`src/design/gf2_rank_xor_basis_defines.svh`:
```
// assertion macros for the gf2 rank block
`ifndef GF2_RANK_XOR_BASIS_DEFINES_SVH
`define GF2_RANK_XOR_BASIS_DEFINES_SVH

`ifndef SYNTHESIS
`define GXB_ASSERT_IMP(lbl, ante, cons) \
  lbl: assert property (@(posedge clk) disable iff (!rst_n) (ante) |-> (cons)) \
    else $error("gxb check failed");
`define GXB_ASSERT_NXT(lbl, ante, cons) \
  lbl: assert property (@(posedge clk) disable iff (!rst_n) (ante) |=> (cons)) \
    else $error("gxb check failed");
`else
`define GXB_ASSERT_IMP(lbl, ante, cons)
`define GXB_ASSERT_NXT(lbl, ante, cons)
`endif

`endif

```
`src/design/gxb_pkg.sv`:
```
`timescale 1ns / 1ps
`default_nettype none
package gxb_pkg;

  localparam int unsigned ROW_BITS_DEF = 64;
  localparam int unsigned ROW_W        = 64;
  localparam int unsigned PIVOT_W      = 6;
  localparam int unsigned RANK_W       = 7;

  typedef enum logic [1:0] {
    ST_IDLE,
    ST_SCAN,
    ST_FINISH
  } ctl_state_t;

  typedef struct packed {
    logic load;
    logic scan;
    logic store;
    logic reduce;
    logic publish;
  } gxb_cmd_t;

  typedef struct packed {
    logic x_zero;
    logic ev_valid;
    logic bit_set;
    logic slot_full;
    logic ev_last;
    logic out_free;
  } gxb_sts_t;

endpackage
`default_nettype wire

```
`src/design/gxb_if.sv`:
```
`timescale 1ns / 1ps
`default_nettype none
interface gxb_in_if;
  import gxb_pkg::*;
  logic             valid;
  logic             ready;
  logic [ROW_W-1:0] row_value;
  logic             last_of_set;

  modport source (output valid, output row_value, output last_of_set, input ready);
  modport sink   (input valid, input row_value, input last_of_set, output ready);
endinterface

interface gxb_out_if;
  import gxb_pkg::*;
  logic               valid;
  logic               ready;
  logic               independent;
  logic [PIVOT_W-1:0] pivot_bit;
  logic [RANK_W-1:0]  running_rank;
  logic               set_done;

  modport source (output valid, output independent, output pivot_bit,
                  output running_rank, output set_done, input ready);
  modport sink   (input valid, input independent, input pivot_bit,
                  input running_rank, input set_done, output ready);
endinterface
`default_nettype wire

```
`src/design/gxb_ctrl.sv`:
```
`timescale 1ns / 1ps
`default_nettype none
module gxb_ctrl (
  input  logic              clk,
  input  logic              rst_n,
  input  logic              in_valid,
  output logic              in_ready,
  input  gxb_pkg::gxb_sts_t sts,
  output gxb_pkg::gxb_cmd_t cmd
);
  import gxb_pkg::*;

  ctl_state_t state_r;
  ctl_state_t state_nxt;
  logic       store_hit;
  logic       scan_done;

  // empty slot met on a set bit ends the scan with a store
  assign store_hit = sts.ev_valid & sts.bit_set & ~sts.slot_full & ~sts.x_zero;
  assign scan_done = sts.x_zero | store_hit | (sts.ev_valid & sts.ev_last);

  always_ff @(posedge clk) begin
    if (!rst_n) begin
      state_r <= ST_IDLE;
    end else begin
      state_r <= state_nxt;
    end
  end

  always_comb begin
    state_nxt = state_r;
    case (state_r)
      ST_IDLE: begin
        if (in_valid) state_nxt = ST_SCAN;
      end
      ST_SCAN: begin
        if (scan_done) state_nxt = ST_FINISH;
      end
      ST_FINISH: begin
        if (sts.out_free) state_nxt = ST_IDLE;
      end
      default: state_nxt = ST_IDLE;
    endcase
  end

  always_comb begin
    in_ready    = 1'b0;
    cmd         = '0;
    case (state_r)
      ST_IDLE: begin
        in_ready = 1'b1;
        cmd.load = in_valid;
      end
      ST_SCAN: begin
        cmd.scan   = 1'b1;
        cmd.store  = store_hit;
        cmd.reduce = sts.ev_valid & sts.bit_set & sts.slot_full;
      end
      ST_FINISH: begin
        cmd.publish = sts.out_free;
      end
      default: begin
        in_ready = 1'b0;
      end
    endcase
  end

endmodule
`default_nettype wire

```
`src/design/gxb_datapath.sv`:
```
`timescale 1ns / 1ps
`default_nettype none
`include "gf2_rank_xor_basis_defines.svh"
module gxb_datapath #(
  parameter int unsigned ROW_BITS = gxb_pkg::ROW_BITS_DEF
) (
  input  logic                        clk,
  input  logic                        rst_n,
  input  gxb_pkg::gxb_cmd_t           cmd,
  output gxb_pkg::gxb_sts_t           sts,
  input  logic [gxb_pkg::ROW_W-1:0]   in_row_value,
  input  logic                        in_last_of_set,
  output logic                        out_valid,
  input  logic                        out_ready,
  output logic                        out_independent,
  output logic [gxb_pkg::PIVOT_W-1:0] out_pivot_bit,
  output logic [gxb_pkg::RANK_W-1:0]  out_running_rank,
  output logic                        out_set_done
);
  import gxb_pkg::*;

  localparam int unsigned IDX_W   = $clog2(ROW_BITS);
  localparam int unsigned RANK_IW = $clog2(ROW_BITS + 1);

  logic [ROW_BITS-1:0] mem_r [ROW_BITS];
  logic [ROW_BITS-1:0] rdata_r;
  logic [ROW_BITS-1:0] x_r;
  logic [ROW_BITS-1:0] valid_r;
  logic [IDX_W-1:0]    rd_idx_r;
  logic [IDX_W-1:0]    rd_idx_nxt;
  logic [IDX_W-1:0]    ev_idx_r;
  logic [IDX_W-1:0]    pivot_r;
  logic                ev_valid_r;
  logic                last_r;
  logic                indep_r;
  logic [RANK_IW-1:0]  rank_r;
  logic                out_valid_r;
  logic                out_indep_r;
  logic [PIVOT_W-1:0]  out_pivot_r;
  logic [RANK_W-1:0]   out_rank_r;
  logic                out_done_r;

  assign rd_idx_nxt = (rd_idx_r == '0) ? '0 : rd_idx_r - IDX_W'(1);

  // basis store, one registered read per cycle while scanning
  always_ff @(posedge clk) begin
    if (cmd.scan) rdata_r <= mem_r[rd_idx_r];
    if (cmd.store) mem_r[ev_idx_r] <= x_r;
  end

  always_ff @(posedge clk) begin
    if (!rst_n) begin
      ev_valid_r  <= 1'b0;
      valid_r     <= '0;
      rank_r      <= '0;
      out_valid_r <= 1'b0;
    end else begin
      if (cmd.load) begin
        ev_valid_r <= 1'b0;
      end else if (cmd.scan) begin
        ev_valid_r <= 1'b1;
      end
      // set ends: basis and rank start over
      if (cmd.publish && last_r) begin
        valid_r <= '0;
        rank_r  <= '0;
      end else if (cmd.store) begin
        valid_r[ev_idx_r] <= 1'b1;
        rank_r            <= rank_r + RANK_IW'(1);
      end
      if (cmd.publish) begin
        out_valid_r <= 1'b1;
      end else if (out_ready) begin
        out_valid_r <= 1'b0;
      end
    end
  end

  always_ff @(posedge clk) begin
    if (cmd.load) begin
      x_r      <= in_row_value[ROW_BITS-1:0];
      rd_idx_r <= IDX_W'(ROW_BITS - 1);
      last_r   <= in_last_of_set;
      indep_r  <= 1'b0;
      pivot_r  <= '0;
    end else begin
      if (cmd.scan) begin
        rd_idx_r <= rd_idx_nxt;
        ev_idx_r <= rd_idx_r;
      end
      if (cmd.reduce) x_r <= x_r ^ rdata_r;
      if (cmd.store) begin
        indep_r <= 1'b1;
        pivot_r <= ev_idx_r;
      end
    end
    if (cmd.publish) begin
      out_indep_r <= indep_r;
      out_pivot_r <= PIVOT_W'(pivot_r);
      out_rank_r  <= RANK_W'(rank_r);
      out_done_r  <= last_r;
    end
  end

  assign sts.x_zero    = (x_r == '0);
  assign sts.ev_valid  = ev_valid_r;
  assign sts.bit_set   = x_r[ev_idx_r];
  assign sts.slot_full = valid_r[ev_idx_r];
  assign sts.ev_last   = (ev_idx_r == '0);
  assign sts.out_free  = ~out_valid_r | out_ready;

  assign out_valid        = out_valid_r;
  assign out_independent  = out_indep_r;
  assign out_pivot_bit    = out_pivot_r;
  assign out_running_rank = out_rank_r;
  assign out_set_done     = out_done_r;

  `GXB_ASSERT_IMP(a_store_empty, cmd.store, !valid_r[ev_idx_r] && x_r[ev_idx_r])
  `GXB_ASSERT_IMP(a_rank_count, 1'b1, $countones(valid_r) == int'(rank_r))
  `GXB_ASSERT_NXT(a_set_clear, cmd.publish && last_r, rank_r == '0 && valid_r == '0)
  `GXB_ASSERT_IMP(a_no_overwrite, cmd.publish, !out_valid_r || out_ready)

endmodule
`default_nettype wire

```
`src/design/gf2_rank_xor_basis.sv`:
```
`timescale 1ns / 1ps
`default_nettype none
// incremental gf(2) rank of a stream of row vectors
// in_ch: one row per item (row_value, last_of_set); bits above ROW_BITS are ignored
// out_ch: one result per row (independent, pivot_bit, running_rank, set_done)
// the row is reduced against a basis store indexed by leading bit, highest bit first;
// the store is read once per cycle, one slot after another from the top bit down,
// ending early when the row reduces to zero or meets an empty slot
// one row is in work at a time; in_ch.ready is high while the block waits for a row
// a finished result sits in an output register; the next row is accepted while it waits,
// and only the hand-over of the following result stalls on a busy receiver
// after the result of a row marked last_of_set, the basis and rank are cleared
// at once, so the next row opens a new set
// reset (rst_n low, synchronous) empties the basis, zeroes the rank and drops out_ch.valid
module gf2_rank_xor_basis #(
  parameter int unsigned ROW_BITS = gxb_pkg::ROW_BITS_DEF
) (
  input  logic             clk,
  input  logic             rst_n,
  gxb_in_if.sink           in_ch,
  gxb_out_if.source        out_ch
);
  import gxb_pkg::*;

  gxb_cmd_t cmd;
  gxb_sts_t sts;

  gxb_ctrl u_ctrl (
    .clk      (clk),
    .rst_n    (rst_n),
    .in_valid (in_ch.valid),
    .in_ready (in_ch.ready),
    .sts      (sts),
    .cmd      (cmd)
  );

  gxb_datapath #(
    .ROW_BITS (ROW_BITS)
  ) u_datapath (
    .clk              (clk),
    .rst_n            (rst_n),
    .cmd              (cmd),
    .sts              (sts),
    .in_row_value     (in_ch.row_value),
    .in_last_of_set   (in_ch.last_of_set),
    .out_valid        (out_ch.valid),
    .out_ready        (out_ch.ready),
    .out_independent  (out_ch.independent),
    .out_pivot_bit    (out_ch.pivot_bit),
    .out_running_rank (out_ch.running_rank),
    .out_set_done     (out_ch.set_done)
  );

endmodule
`default_nettype wire

```
`src/flat_wrapper.sv`:
```
// flat-port wrapper written by rule: the top's interface ports become plain ports
module gf2_rank_xor_basis_flat import gxb_pkg::*;
#(
  parameter int unsigned ROW_BITS = gxb_pkg::ROW_BITS_DEF
)
  (clk, rst_n, in_ch_valid, in_ch_row_value, in_ch_last_of_set, in_ch_ready, out_ch_valid, out_ch_independent, out_ch_pivot_bit, out_ch_running_rank, out_ch_set_done, out_ch_ready);
  gxb_in_if in_ch_i ();
  gxb_out_if out_ch_i ();
  input  logic clk;
  input  logic rst_n;
  input wire logic [$bits(in_ch_i.valid)-1:0] in_ch_valid;
  input wire logic [$bits(in_ch_i.row_value)-1:0] in_ch_row_value;
  input wire logic [$bits(in_ch_i.last_of_set)-1:0] in_ch_last_of_set;
  output wire logic [$bits(in_ch_i.ready)-1:0] in_ch_ready;
  output wire logic [$bits(out_ch_i.valid)-1:0] out_ch_valid;
  output wire logic [$bits(out_ch_i.independent)-1:0] out_ch_independent;
  output wire logic [$bits(out_ch_i.pivot_bit)-1:0] out_ch_pivot_bit;
  output wire logic [$bits(out_ch_i.running_rank)-1:0] out_ch_running_rank;
  output wire logic [$bits(out_ch_i.set_done)-1:0] out_ch_set_done;
  input wire logic [$bits(out_ch_i.ready)-1:0] out_ch_ready;
  assign in_ch_i.valid = in_ch_valid;
  assign in_ch_i.row_value = in_ch_row_value;
  assign in_ch_i.last_of_set = in_ch_last_of_set;
  assign in_ch_ready = in_ch_i.ready;
  assign out_ch_valid = out_ch_i.valid;
  assign out_ch_independent = out_ch_i.independent;
  assign out_ch_pivot_bit = out_ch_i.pivot_bit;
  assign out_ch_running_rank = out_ch_i.running_rank;
  assign out_ch_set_done = out_ch_i.set_done;
  assign out_ch_i.ready = out_ch_ready;
  gf2_rank_xor_basis #(.ROW_BITS(ROW_BITS)) u_core (.clk(clk), .rst_n(rst_n), .in_ch(in_ch_i), .out_ch(out_ch_i));
endmodule
```
`config.mk`:
```
export PLATFORM = sky130hd
export DESIGN_NAME = gf2_rank_xor_basis_flat
export DESIGN_NICKNAME = d
export VERILOG_FILES = /design/src/design/gxb_pkg.sv /design/src/design/gxb_if.sv /design/src/design/gxb_ctrl.sv /design/src/design/gxb_datapath.sv /design/src/design/gf2_rank_xor_basis.sv /design/src/flat_wrapper.sv
export VERILOG_INCLUDE_DIRS = /design/src /design/src/design
export SDC_FILE = /design/constraint.sdc
export NUM_CORES = 2
export LEC_CHECK = 0
export BUFFER_PORTS_ARGS = -buffer_cell sky130_fd_sc_hd__buf_2
export CAP_MARGIN = 30
export CORE_MARGIN = 2
export CORE_UTILIZATION = 35
export DETAILED_ROUTE_END_ITERATION = 8
export HOLD_SLACK_MARGIN = 0.06
export PLACE_DENSITY_LB_ADDON = 0.2
export REMOVE_ABC_BUFFERS = 1
export SYNTH_ARGS = -nofsm -noshare
export SYNTH_HDL_FRONTEND = slang
export SYNTH_SLANG_ARGS = --single-unit
```
`constraint.sdc`:
```
create_clock -name clk -period 11.1 [get_ports clk]
set_clock_uncertainty 0.05 [all_clocks]
set_input_delay 0.555 -clock clk [delete_from_list [all_inputs] [get_ports clk]]
set_output_delay 0.555 -clock clk [all_outputs]
set_load 0.05 [all_outputs]
```
# Word-level counts from Yosys, hierarchy flattened
# Memory sizes are Yosys's and may differ from the RTL's. A register that Yosys moved wholly into a read port is not among the register bits.
# Index checks and enable logic that the tools add are counted.
[classes]
shifts = 0
bitwise_logic = 15
magnitude_cmp = 2
multipliers = 0
n_addsub = 2
muxes = 21
n_div = 0
reduce_logical = 12
n_eq_ne = 5
[op_table]
columns = ["op", "count"]
rows = [
  ["64-bit two-way mux", 2],
  ["64-bit logical NOT", 1],
  ["64-bit bitwise OR", 1],
  ["64-bit XOR", 1],
  ["1-bit binary-select mux with 6-bit select", 2],
  ["6-bit logical NOT", 2],
  ["1-bit two-way mux", 10],
  ["7-bit by 1-bit adder with 7-bit output (second input constant)", 1],
  ["6-bit by 7-bit < comparator with 1-bit output (second input constant)", 1],
  ["1-bit demux with 6-bit select", 1],
  ["6-bit by 1-bit >= comparator with 1-bit output (second input constant)", 1],
  ["2-bit two-way mux", 3],
  ["6-bit two-way mux", 1],
  ["2-bit != test (second input constant)", 3],
  ["2-bit one-hot mux with 3 select lines", 1],
  ["6-bit by 1-bit subtractor with 6-bit output (second input constant)", 1],
  ["1-bit bitwise AND", 5],
  ["1-bit inverter", 5],
  ["2-bit nonzero test", 2],
  ["2-bit OR reduction", 2],
  ["3-bit two-way mux", 1],
  ["1-bit bitwise OR", 3],
  ["3-bit AND reduction", 1],
  ["2-bit by 1-bit == test with 1-bit output (second input constant)", 1],
  ["other kinds (4)", 5],
]
[word_totals]
latch_bits = 0
n_memories = 1
ramBits = 4096
inputBits = 69
rom_bits = 0
regBits = 174
elab_cells = 73
out_inout_bits = 17
[mem_list]
columns = ["memory", "depth", "word_bits", "rd", "rd_ports_with_merged_regs", "wr", "line_no", "text"]
rows = [
  ["u_core.u_datapath.mem_r", 64, 64, 1, 1, 1, "gxb_datapath.sv:25", "logic [ROW_BITS-1:0] mem_r [ROW_BITS];"],
]

# Logic depth before layout (Yosys ltp)
[depth]
word_depth = 9
depth_mapped = 15
depth_no_buf = 8

# Hierarchy
# From an unflattened synthesis, not the netlist that was laid out.
[hier_totals]
cells_unflattened = 7648
hier_area_um2 = 165578.8
[modules_own_cells]
columns = ["module", "area_each_um2", "cells_each", "instances", "seq_area_each_um2"]
rows = [
  ["gxb_datapath", 165432.4, 7630, 1, 129223.9],
  ["gxb_ctrl", 146.4, 18, 1, 40.0],
]

# Worst setup path after synthesis
# No wires, ideal clock.
[synth_path]
path_type = "flip-flop to flip-flop"
startpoint = "reg u_core.u_datapath.x_r[4]"
endpoint = "mem u_core.u_datapath.mem_r[10][0] (netlist bit), enable pin"
arrival_time_ns = 7.223
setup_time_ns = 0.567
path_slack_ns = 3.260
period_less_slack_ns = 7.840
stages_incl_launch_ff = 10
required_ns = 10.483
n_path_buf = 2
path_cell_list = "edfxtp_1 > or3b_2 > a21oi_1 > o41ai_1 > o2111ai_1 > o311ai_1 > or3_1 > buf_2 > buf_2 > nor3_1"
[synth_between]
elab_chain_len = 8
elab_cells_between_ends = 10
cone_classes = "mux (5); bitwise (4); reduce/logical (1)"
[synth_rtl]
columns = ["element", "line_no", "text"]
rows = [
  ["start, declared", "gxb_datapath.sv:27", "logic [ROW_BITS-1:0] x_r;"],
  ["start signal, assigned", "gxb_datapath.sv:81", "x_r <= in_row_value[ROW_BITS-1:0];"],
  ["start signal, assigned", "gxb_datapath.sv:91", "if (cmd.reduce) x_r <= x_r ^ rdata_r;"],
  ["1-bit binary-select mux with 6-bit select", "gxb_datapath.sv:107", "assign sts.bit_set = x_r[ev_idx_r];"],
  ["1-bit two-way mux (implied by the code)", "gxb_datapath.sv:107", ""],
  ["1-bit bitwise AND (2 in a row)", "gxb_ctrl.sv:19", "assign store_hit = sts.ev_valid & sts.bit_set & ~sts.slot_full & ~sts.x_zero;"],
  ["1-bit bitwise AND (*)", "gxb_ctrl.sv:19", ""],
  ["3-bit two-way mux (*)", "gxb_ctrl.sv:49", "case (state_r)"],
  ["1-bit two-way mux (*)", "gxb_datapath.sv:48", "if (cmd.store) mem_r[ev_idx_r] <= x_r;"],
  ["1-bit two-way mux (implied by the code) (*)", "gxb_datapath.sv:48", ""],
  ["end, declared", "gxb_datapath.sv:25", ""],
]
# Every way passes the cells marked *; elsewhere a longest branch is shown, timed or not. The select of a mux whose other input is x is not followed.

# Worst setup path in the final report
[layout_path]
startpoint = "reg u_core.u_datapath.ev_idx_r[0]"
endpoint = "mem u_core.u_datapath.mem_r[24][60] (netlist bit), enable pin"
[layout_between]
elab_chain_len = 8
elab_cells_between_ends = 11
cone_classes = "mux (7); bitwise (4)"
[layout_rtl]
columns = ["element", "line_no", "text"]
rows = [
  ["start, declared", "gxb_datapath.sv:31", "logic [IDX_W-1:0] ev_idx_r;"],
  ["start signal, assigned", "gxb_datapath.sv:89", "ev_idx_r <= rd_idx_r;"],
  ["1-bit binary-select mux with 6-bit select, on equally long branches", "gxb_datapath.sv:107, gxb_datapath.sv:108", ""],
  ["1-bit two-way mux, on equally long branches", "gxb_datapath.sv:107, gxb_datapath.sv:108", ""],
  ["1-bit bitwise AND or 1-bit inverter (tied branches)", "gxb_ctrl.sv:19", ""],
  ["1-bit bitwise AND (2 in a row)", "gxb_ctrl.sv:19", ""],
  ["3-bit two-way mux", "gxb_ctrl.sv:49", ""],
  ["1-bit two-way mux", "gxb_datapath.sv:48", ""],
  ["1-bit two-way mux (implied by the code)", "gxb_datapath.sv:48", ""],
]
# Parallel ways exist; a longest one is shown, timed or not. The select of a mux whose other input is x is not followed.

==> impl_metrics.json <==
{
  "status": "finished clean",
  "p_seq_share_pct": 49.9,
  "slew_headroom_pct": 24.57,
  "worst_slack_ns": 4.564,
  "die_h_um": 690.2,
  "rsz0062_at_grt": "no",
  "grtUsageTotal_pct": 20.16,
  "wirelength_um": 489000,
  "async_flop_share_pct": 0,
  "num-fill-cells": 40770,
  "vdd_drop_max_uv": 138.6,
  "met2_length_um": 233900,
  "startpoint": "u_core.u_datapath.ev_idx_r[0]$_DFFE_PP_",
  "drive_gt1_share_pct": 32.79,
  "crit_family": "buffers and inverters",
  "crit_cells": 12,
  "ys_seq_elements": 4334,
  "crit_top_cell": "buf_4",
  "antenna_found_initial": 56,
  "synth_area_leader_cell": "edfxtp_1",
  "path_cells": "buf_4 > nand3b_1 > a21oi_1 > o41ai_1 > o2111ai_1 > o311ai_1 > or3_4 > buf_4 > or2_2 > nor2_4 > buf_4 > buf_4",
  "finalWeightedCongestion": 0.8510,
  "reg2reg_slack_ns": 4.56,
  "die_w_um": 690.2,
  "setup_violations": 0,
  "max_slew.worst_pin.slew_ns": 1.131,
  "switching_share_pct": 23.63,
  "clock_latency_ns": 1.03,
  "yosysSeqAreaShare_pct": 78.44,
  "finalCritPeriodShare_pct": 58.88,
  "area_growth_pct": 14.81,
  "grt_pass1_wl_um": 668400,
  "post-cts-setup-buffer-count": 0,
  "dp_slack_ns": 4.739,
  "crit_fanout": 57,
  "slew_violations": 0,
  "nets": 7236,
  "top_layer": "met5",
  "core.rowCount": 251,
  "numCtsBuffers": 437,
  "crit_type": "register to register",
  "p_int_mw": 28.26,
  "via_count": 77490,
  "fmax_mhz": 153.0,
  "min_path_cells": 4,
  "drt_iter0_markers": 9806,
  "power_frac_clock_pct": 39.3,
  "worst-path-buf-inv": 4,
  "fin_area_sq_um": 189200,
  "wl_met1_um": 208600,
  "cts_num_sinks": 4334,
  "p_per_area_nw_per_um2": 195.6,
  "synthDominantCellAreaShare_pct": 77.38,
  "power_frac_comb_pct": 10.8,
  "end_kind": "register",
  "cts_root_buf": "clkbuf_16",
  "cp-start-kind": "register",
  "grt_start_max_net_pins": 125,
  "r2r_start": "u_core.u_datapath.ev_idx_r[0]$_DFFE_PP_",
  "post_cts_resized": 0,
  "worstPathArrival_ns": 7.13,
  "leakagePower_nw": 59.01,
  "hold_class": "input pin to register",
  "dpl.hpwl_um": 275500,
  "grt_pass1_vias": 78210,
  "synth-edff-count": 4246,
  "finalPower_mw": 37.00,
  "portBuffers": 85,
  "ff2ff_path_depth": 12,
  "fin_crit_ns": 6.536,
  "gr-total-overflow": 0,
  "syn_inst": 6634,
  "synth_flop_cell": "edfxtp_1",
  "viasPerCell": 5.635,
  "drc": 0,
  "synth.avg_cell_area_sq_um": 24.84,
  "route.met3.wl_um": 35940,
  "core_area_sq_um": 467900,
  "clk_pin_slew_ns": 0.07,
  "ys_types": 59,
  "cts_max_level": 5,
  "first_pass_iters": 8,
  "critPathMaxStageDelay_ns": 1.02,
  "critPathRequiredTime_ns": 11.70,
  "yosysWarningCount": 0,
  "maxCapViolCount": 0,
  "dieArea_sq_um": 476300,
  "initial_core_util_pct": 35.21,
  "clockBufferDepth": 4,
  "antenna_left": 0,
  "synth_area_sq_um": 164800,
  "switchingPower_mw": 8.741,
  "hp-start": "in_ch_row_value[7]",
  "cp_slowest_cell": "edfxtp_1",
  "finalHoldViolCount": 0,
  "pin_count": 86,
  "placed_area_sq_um": 174600,
  "wl_per_cell_um": 35.56,
  "synth_area_leaders": "edfxtp_1 77%, mux4_2 19%, dfxtp_1 1.1%",
  "cts_tree": "yes"
}
-- power groups by stage --
stage	Combinational (mW)	Sequential [mW]	Clock [mW]
CTS	4.07	18.5	14.8
floorplan	5.78	19.4	0
detailed placement	4.04	18.8	0
global placement	3.98	18.8	0
finish	4.00	18.4	14.6
global route	4.20	18.4	15.5
-- cell usage in the layout, fill, tap and decap left out, types with 7 or more instances in the layout --
cell type,count
buf_4,289
bufinv_16,40
o21ai_0,75
nor4_1,17
o21ai_1,7
edfxtp_1,4246
inv_1,11
clkinv_2,96
nor3_2,58
nand2_1,98
nand3_1,15
mux2_2,9
dfxtp_1,82
nor2_1,14
clkbuf_16,443
xnor2_1,65
clkinv_1,97
diode_2,15
o21a_1,59
mux2i_1,11
clkinvlp_4,9
buf_12,17
inv_6,11
clkbuf_1,101
dlygate4sd3_1,45
mux4_2,1356
buf_2,89
a21oi_1,19
-- synth_stat cells, drive strengths merged (7+ instances only) --
cell	count
a21oi	19
buf	120
clkbuf	239
dfxtp	88
edfxtp	4246
inv	13
mux2	9
mux2i	11
mux4	1356
nand2	98
nand3	15
nor2	20
nor3	63
nor4	18
o21a	59
o21ai	83
o41ai	7
or3	7
xnor2	65
-- through the flow --
step | setup TNS [ns] | util, % | hold slack, ns | instances
2_1_floorplan | -2357.47 | - | 0.3579 | 6275
3_3_place_gp | 0 | 37.27 | 0.3732 | 12860
3_5_place_dp | 0 | 37.32 | 0.3766 | 12880
4_1_cts | 0 | 40.41 | 0.08547 | 13730
5_1_grt | 0 | 40.42 | 0.08157 | 13740
6_report | 0 | 40.43 | 0.1257 | 13750
-- cell type report --
cell class                 count  area [sq um]  area share (%)
inverter                      14         65.06         0.03439
multi-input combinational   1927         34420           18.20
timing repair buffer         450          3620           1.913
antenna                       15         37.54         0.01984
clock buffer                 546         11490           6.075
clock inverter               268          2504           1.323
sequential                  4334        129300           68.34
tap                         6198          7755           4.099
-- flip-flops by register name, summed over array words and instances, names as in the netlist --
name / count
u_core.u_datapath.x_r: 64
u_core.u_datapath.pivot_r: 6
u_core.u_datapath.ev_valid_r: 1
u_core.u_datapath.out_pivot_bit: 6
u_core.u_datapath.out_valid: 1
u_core.u_datapath.last_r: 1
u_core.u_datapath.rank_r: 7
u_core.u_datapath.out_set_done: 1
u_core.u_ctrl.state_r: 2
u_core.u_datapath.ev_idx_r: 6
u_core.u_datapath.out_running_rank: 7
u_core.u_datapath.rdata_r: 64
u_core.u_datapath.mem_r: 4096
u_core.u_datapath.valid_r: 64
u_core.u_datapath.indep_r: 1
u_core.u_datapath.rd_idx_r: 6
u_core.u_datapath.out_independent: 1
-- metal layers --
metal | track usage (%) | vias up
li1 | - | 30040
met4 | 4.124 | 6
met5 | 0 | -
met3 | 3.449 | 606
met2 | 32.52 | 3248
met1 | 28.96 | 43600
-- worst paths after layout --
check / end
max reg2reg: u_core.u_datapath.mem_r[24][60]$_DFFE_PP_
max: u_core.u_datapath.mem_r[24][60]$_DFFE_PP_
min: u_core.u_datapath.x_r[7]$_DFFE_PP_
min reg2reg: u_core.u_datapath.out_pivot_bit[4]$_DFFE_PP_
-- kinds of logic after synthesis --
kind of cell,synth area share (%)
buf+inv,0.8823
flops,78.44
mux,18.66
xor+xnor,0.3508
fa+ha+maj,0.02278
compound gates,0.8398
simple gates,0.7980
-- worst reg2reg max path: stages, from the launching register on --
cell and delay [ns]:
edfxtp_1 1.02, buf_4 0.50, nand3b_1 0.19, a21oi_1 0.12
o41ai_1 0.57, o2111ai_1 0.25, o311ai_1 0.78, or3_4 0.63
buf_4 0.79, or2_2 0.38, nor2_4 0.04, buf_4 0.33
buf_4 0.45
-- what timing repair did --
item	CTS	global route
endpoints found under the hold margin	51	0
hold buffers	45	0
setup endpoints to repair	0	0
No activity file was read; power rests on OpenSTA's default activity.
